<file path="src/hdl/pcls_pkg.sv">
// ----------------------------------------------------------------------------
// pcls_pkg
// shared types and constants of the pc-localized stride prefetcher
// ----------------------------------------------------------------------------
package pcls_pkg;

    localparam int PCLS_INDEX_ENTRIES   = 256;
    localparam int PCLS_HISTORY_ENTRIES = 256;
    localparam int PCLS_BLOCK_OFF_BITS  = 6;
    localparam int PCLS_ADDRESS_BITS    = 48;

    localparam int PCLS_FIELD_W  = 48;
    localparam int PCLS_SEQ_W    = 32;
    localparam int PCLS_DEG_W    = 4;
    localparam int PCLS_DIST_W   = 5;
    localparam int PCLS_CFG_IX_W = 2;
    localparam int PCLS_CFG_D_W  = 5;

    localparam logic [PCLS_DEG_W-1:0] PCLS_MAX_DEG = 4'd8;
    localparam logic [PCLS_SEQ_W-1:0] PCLS_NO_LINK = 32'hFFFF_FFFF;

    localparam logic [PCLS_CFG_IX_W-1:0] REG_DEGREE   = 2'd0;
    localparam logic [PCLS_CFG_IX_W-1:0] REG_DISTANCE = 2'd1;

    typedef enum logic [2:0] {
        ST_CLEAR,
        ST_IDLE,
        ST_IDX,
        ST_H0,
        ST_H1,
        ST_ISSUE,
        ST_WB
    } pcls_state_t;

    typedef enum logic [1:0] {
        ISP_IDLE,
        ISP_MUL,
        ISP_CHK,
        ISP_RUN
    } issue_phase_t;

    typedef struct packed {
        logic rdy;
        logic more;
        logic last;
    } issue_stat_t;

endpackage

</file>
<file path="src/hdl/pcls_issue.sv">
// ----------------------------------------------------------------------------
// pcls_issue
// stride issue unit: one shared adder walks block +/- stride*(distance+i)
// ----------------------------------------------------------------------------
module pcls_issue #(
    parameter int BW = 42
) (
    input  logic                          aclk,
    input  logic                          aresetn,
    input  logic                          load_i,
    input  logic [BW-1:0]                 blk_i,
    input  logic [BW-1:0]                 mag_i,
    input  logic                          neg_i,
    input  logic [pcls_pkg::PCLS_DIST_W-1:0] dist_i,
    input  logic [pcls_pkg::PCLS_DEG_W-1:0]  deg_i,
    input  logic                          adv_i,
    output pcls_pkg::issue_stat_t         stat_o,
    output logic [BW-1:0]                 target_o
);
    import pcls_pkg::*;

    localparam int OFF_W = BW + 5;

    issue_phase_t           phase_reg, phase_next;
    logic [BW-1:0]          blk_reg, mag_reg;
    logic                   neg_reg;
    logic [PCLS_DIST_W-1:0] dist_reg;
    logic [PCLS_DEG_W-1:0]  deg_reg, cnt_reg;
    logic [OFF_W-1:0]       off_reg, off_next;
    logic                   ok_reg;
    logic [BW-1:0]          room;
    logic                   nxt_ok;

    // headroom toward the end of the range in the stride direction
    assign room     = neg_reg ? blk_reg : ~blk_reg;
    assign off_next = off_reg + OFF_W'(mag_reg);
    assign nxt_ok   = off_next <= OFF_W'(room);
    assign target_o = neg_reg ? blk_reg - off_reg[BW-1:0] : blk_reg + off_reg[BW-1:0];

    always_comb begin
        stat_o.rdy  = phase_reg == ISP_RUN;
        stat_o.more = ok_reg && (cnt_reg < deg_reg);
        stat_o.last = ((cnt_reg + 4'd1) == deg_reg) || !nxt_ok;
    end

    always_comb begin
        phase_next = phase_reg;
        case (phase_reg)
            ISP_IDLE: phase_next = ISP_IDLE;
            ISP_MUL:  phase_next = ISP_CHK;
            ISP_CHK:  phase_next = ISP_RUN;
            ISP_RUN:  phase_next = ISP_RUN;
            default:  phase_next = ISP_IDLE;
        endcase
        if (load_i) phase_next = ISP_MUL;
    end

    always_ff @(posedge aclk) begin
        if (!aresetn) begin
            phase_reg <= ISP_IDLE;
        end else begin
            phase_reg <= phase_next;
        end
    end

    always_ff @(posedge aclk) begin
        if (load_i) begin
            blk_reg  <= blk_i;
            mag_reg  <= mag_i;
            neg_reg  <= neg_i;
            dist_reg <= dist_i;
            deg_reg  <= (deg_i > PCLS_MAX_DEG) ? PCLS_MAX_DEG : deg_i;
        end else if (phase_reg == ISP_MUL) begin
            off_reg <= OFF_W'(mag_reg) * OFF_W'(dist_reg);
        end else if (phase_reg == ISP_CHK) begin
            ok_reg  <= off_reg <= OFF_W'(room);
            cnt_reg <= '0;
        end else if (phase_reg == ISP_RUN && adv_i) begin
            off_reg <= off_next;
            ok_reg  <= nxt_ok;
            cnt_reg <= cnt_reg + 4'd1;
        end
    end

endmodule

</file>
<file path="config.mk">
export PLATFORM = sky130hd
export DESIGN_NAME = pcls_issue
export DESIGN_NICKNAME = d
export VERILOG_FILES = /design/src/hdl/pcls_pkg.sv /design/src/hdl/pcls_issue.sv
export SDC_FILE = /design/constraint.sdc
export NUM_CORES = 1
export LEC_CHECK = 0
export ABC_AREA = 1
export CAP_MARGIN = 20
export CORE_UTILIZATION = 40
export DETAILED_ROUTE_END_ITERATION = 12
export DONT_BUFFER_PORTS = 1
export GPL_TIMING_DRIVEN = 0
export PLACE_DENSITY = 0.64
export SLEW_MARGIN = 10
export SYNTH_ARGS = -nofsm -noshare
export SYNTH_HDL_FRONTEND = slang
export SYNTH_SLANG_ARGS = --single-unit
</file>
<file path="constraint.sdc">
create_clock -name aclk -period 9.55 [get_ports aclk]
set_clock_uncertainty 0.1 [all_clocks]
set_input_delay 2.865 -clock aclk [delete_from_list [all_inputs] [get_ports aclk]]
set_output_delay 2.865 -clock aclk [all_outputs]
set_load 0.01 [all_outputs]
</file>
==> flow_summary.json <==
{
  "status": "finished, final reports clean",
  "ys_seq_area_frac": 0.211,
  "antenna_cells": 0,
  "die_w_um": 231,
  "report.power.total_mw": 4.50,
  "antenna_found_initial": 0,
  "ctsHoldBuffers": 0,
  "die-area_mm2": 0.0533,
  "path_max_fanout": 6,
  "place_hpwl_um": 51000,
  "cp.required_ns": 6.59,
  "yosys_register_bits": 148,
  "start_util": 0.406,
  "worstPathArrival_ns": 5.63,
  "clk_pin_slew_ns": 0.06,
  "period_minus_slack_ns": 8.59,
  "utilization": 0.436,
  "worst_pin_slew_ns": 0.954,
  "fin_crit_sh": 0.900,
  "cts_root_buffer": "clkbuf_16",
  "drv_slew": 0,
  "cts_num_sinks": 148,
  "dr_wl_met3_um": 3220,
  "routed_via_density": 5.05,
  "core_mm2": 0.0515,
  "overflow": 0,
  "max-cap-violations": 0,
  "post_drt_wl_per_cell_um": 16.9,
  "port_buffers": 0,
  "cts_buffers": 17,
  "synth_flop_cell": "edfxtp_1",
  "grt_use_total": 0.232,
  "grt_max_degree": 99,
  "p_leak_nw": 11.5,
  "vdd_drop_max_uv": 149,
  "drc": 0,
  "path_class": "flop to output port",
  "m1WireLength_um": 28100,
  "slew_headroom": 0.347,
  "dp_slack_ns": 1.54,
  "final.setup.tns_ns": 0,
  "fp.dieH_um": 231,
  "timing.final.ws_setup_ns": 0.958,
  "max_freq_mhz": 116,
  "yosysWarnings": 0,
  "power.density_mw_per_mm2": 200,
  "wl_met2_um": 27300,
  "cts_buffer_depth": 2,
  "rows": 83,
  "via_count": 18044,
  "cp-start-kind": "flop",
  "largest_reg_flops": 47,
  "finalHoldViolations": 0,
  "layout-drive-gt1-share": 0.0445,
  "drtIter0Drc": 1087,
  "grt_pass1_vias": 17806,
  "cts_resized": 0,
  "synthArstFlopShare": 0,
  "rsz0062_at_grt": "false",
  "first_pass_iters": 6,
  "syn_nets": 3308,
  "cts_tree": "done",
  "dr.max_layer_used": "met4",
  "netlist_area_mm2": 0.0209,
  "synth-edff-count": 146,
  "final_area_mm2": 0.0224,
  "synthDistinctLibCells": 54,
  "wl_um": 60400,
  "io_pins": 143,
  "placed_area_mm2": 0.0218,
  "setup_viol": 0,
  "area_growth_syn_to_layout_pct": 7.21,
  "hold_class": "flop to flop",
  "htreeDepth": 4,
  "r2r_slack_ns": 3.61,
  "end_kind": "output port",
  "postCtsSetupBuffers": 0,
  "ant_nets": 0,
  "finalNetCount": 3329,
  "synthCells": 2862,
  "grt_pass1_wl_um": 95300,
  "syn_avg_cell_area_um2": 7.32,
  "finalWeightedCongestion": 0.965,
  "clk_latency_ns": 0.50
}
-- report_power, final --
| part | switching (mW) | total, mW | internal [mW] |
|---|---|---|---|
| registers | 0.0979 | 0.900 | 0.802 |
| clock network | 0.313 | 0.750 | 0.437 |
| logic | 1.84 | 2.85 | 1.01 |
-- critical path, stage by stage, from the launching register on --
cell and delay, ns:
edfxtp_1 0.50, ha_1 0.28, fa_1 0.51, nand3_1 0.13, nand3_1 0.13, nand3_1 0.12
nand3_2 0.17, a21oi_1 0.24, inv_1 0.07, a21oi_1 0.13, inv_1 0.09, or2_2 0.27
nand2_1 0.14, inv_1 0.06, ha_1 0.29, nand2_1 0.06, inv_1 0.09, nand3_1 0.26
nor3_1 0.20, nor3b_1 0.31, nand4_1 0.13, nor3_1 0.49, nand4_1 0.16, nand2_1 0.16
nand2_1 0.12
-- per-stage QoR --
step	hold slack, ns	cells
global route	0.534	3576
finish	0.469	3576
detailed placement	0.466	3544
floorplan	0.397	2862
CTS	0.474	3576
global placement	0.419	3542
-- cells by family after synthesis --
group           Yosys count  share of synthesized area
simple gates           1102                      0.222
xor+xnor                188                     0.0786
flops                   148                      0.211
buf+inv                 627                      0.113
compound gates          449                      0.124
fa+ha+maj               348                      0.252
-- Yosys cell counts, drive strengths merged (4+ instances only) --
master	instances	area, µm²
ha	226	2830
clkbuf	40	150
nand3b	6	45.0
a21oi	214	1120
xor2	130	1140
o21ai	127	666
fa	122	2440
nand3	75	395
and3	4	25.0
a211oi	5	37.5
o211ai	9	72.6
a31oi	27	169
buf	4	18.8
a21o	13	97.6
o21a	18	135
nand2	683	2610
edfxtp	146	4380
o21bai	13	105
xnor2	58	508
nand4	29	181
nor2	250	1030
nor4	14	93.8
o221ai	5	43.8
or2	4	25.0
nor3	33	205
a21boi	6	45.1
inv	581	2180
-- layer usage --
metal | vias up | global-route usage
met2 | 395 | 0.383
met4 | 0 | 0.0836
met1 | 8360 | 0.302
met5 | - | 0
met3 | 72 | 0.0429
li1 | 9217 | -
-- cell type report --
class / count / area, µm²
fillers: 5371 / 29100
multi-input cells: 2087 / 14200
flip-flops and latches: 148 / 4420
inverters: 583 / 2190
well taps: 680 / 851
clock buffers: 20 / 437
clock inverters: 12 / 179
plain buffers: 44 / 169
repair buffers: 2 / 30.0
-- worst paths after layout --
kind	depth (start not counted)	startpoint	endpoint
hold / removal	2	phase_reg[1]	phase_reg[0]
hold reg to reg	2	phase_reg[1]	phase_reg[0]
setup reg to reg	22	dist_reg[3]	off_reg[35]
setup / recovery	24	mag_reg[0]	stat_o[0]
-- cell usage in the layout (no fill, tap or decap), types with 5 or more instances in the layout --
master,instances
o21ai_2,8
nand3_1,71
o221ai_1,5
o21ai_0,102
o21a_1,18
nor4_1,13
nand3b_1,6
nor2_2,14
xnor2_1,58
nand2_2,18
nor3_2,8
ha_1,226
o21ai_1,17
inv_1,569
a21oi_2,13
o21bai_1,11
a21o_1,13
o211ai_1,8
fa_1,122
a21oi_1,201
nor2_1,228
xor2_1,130
nand4_1,29
clkbuf_1,43
a21boi_0,5
edfxtp_1,146
a31oi_1,27
clkbuf_16,17
nor2_4,8
nand2_1,665
inv_2,12
nor3_1,25
No activity file was read; power rests on OpenSTA's default activity.
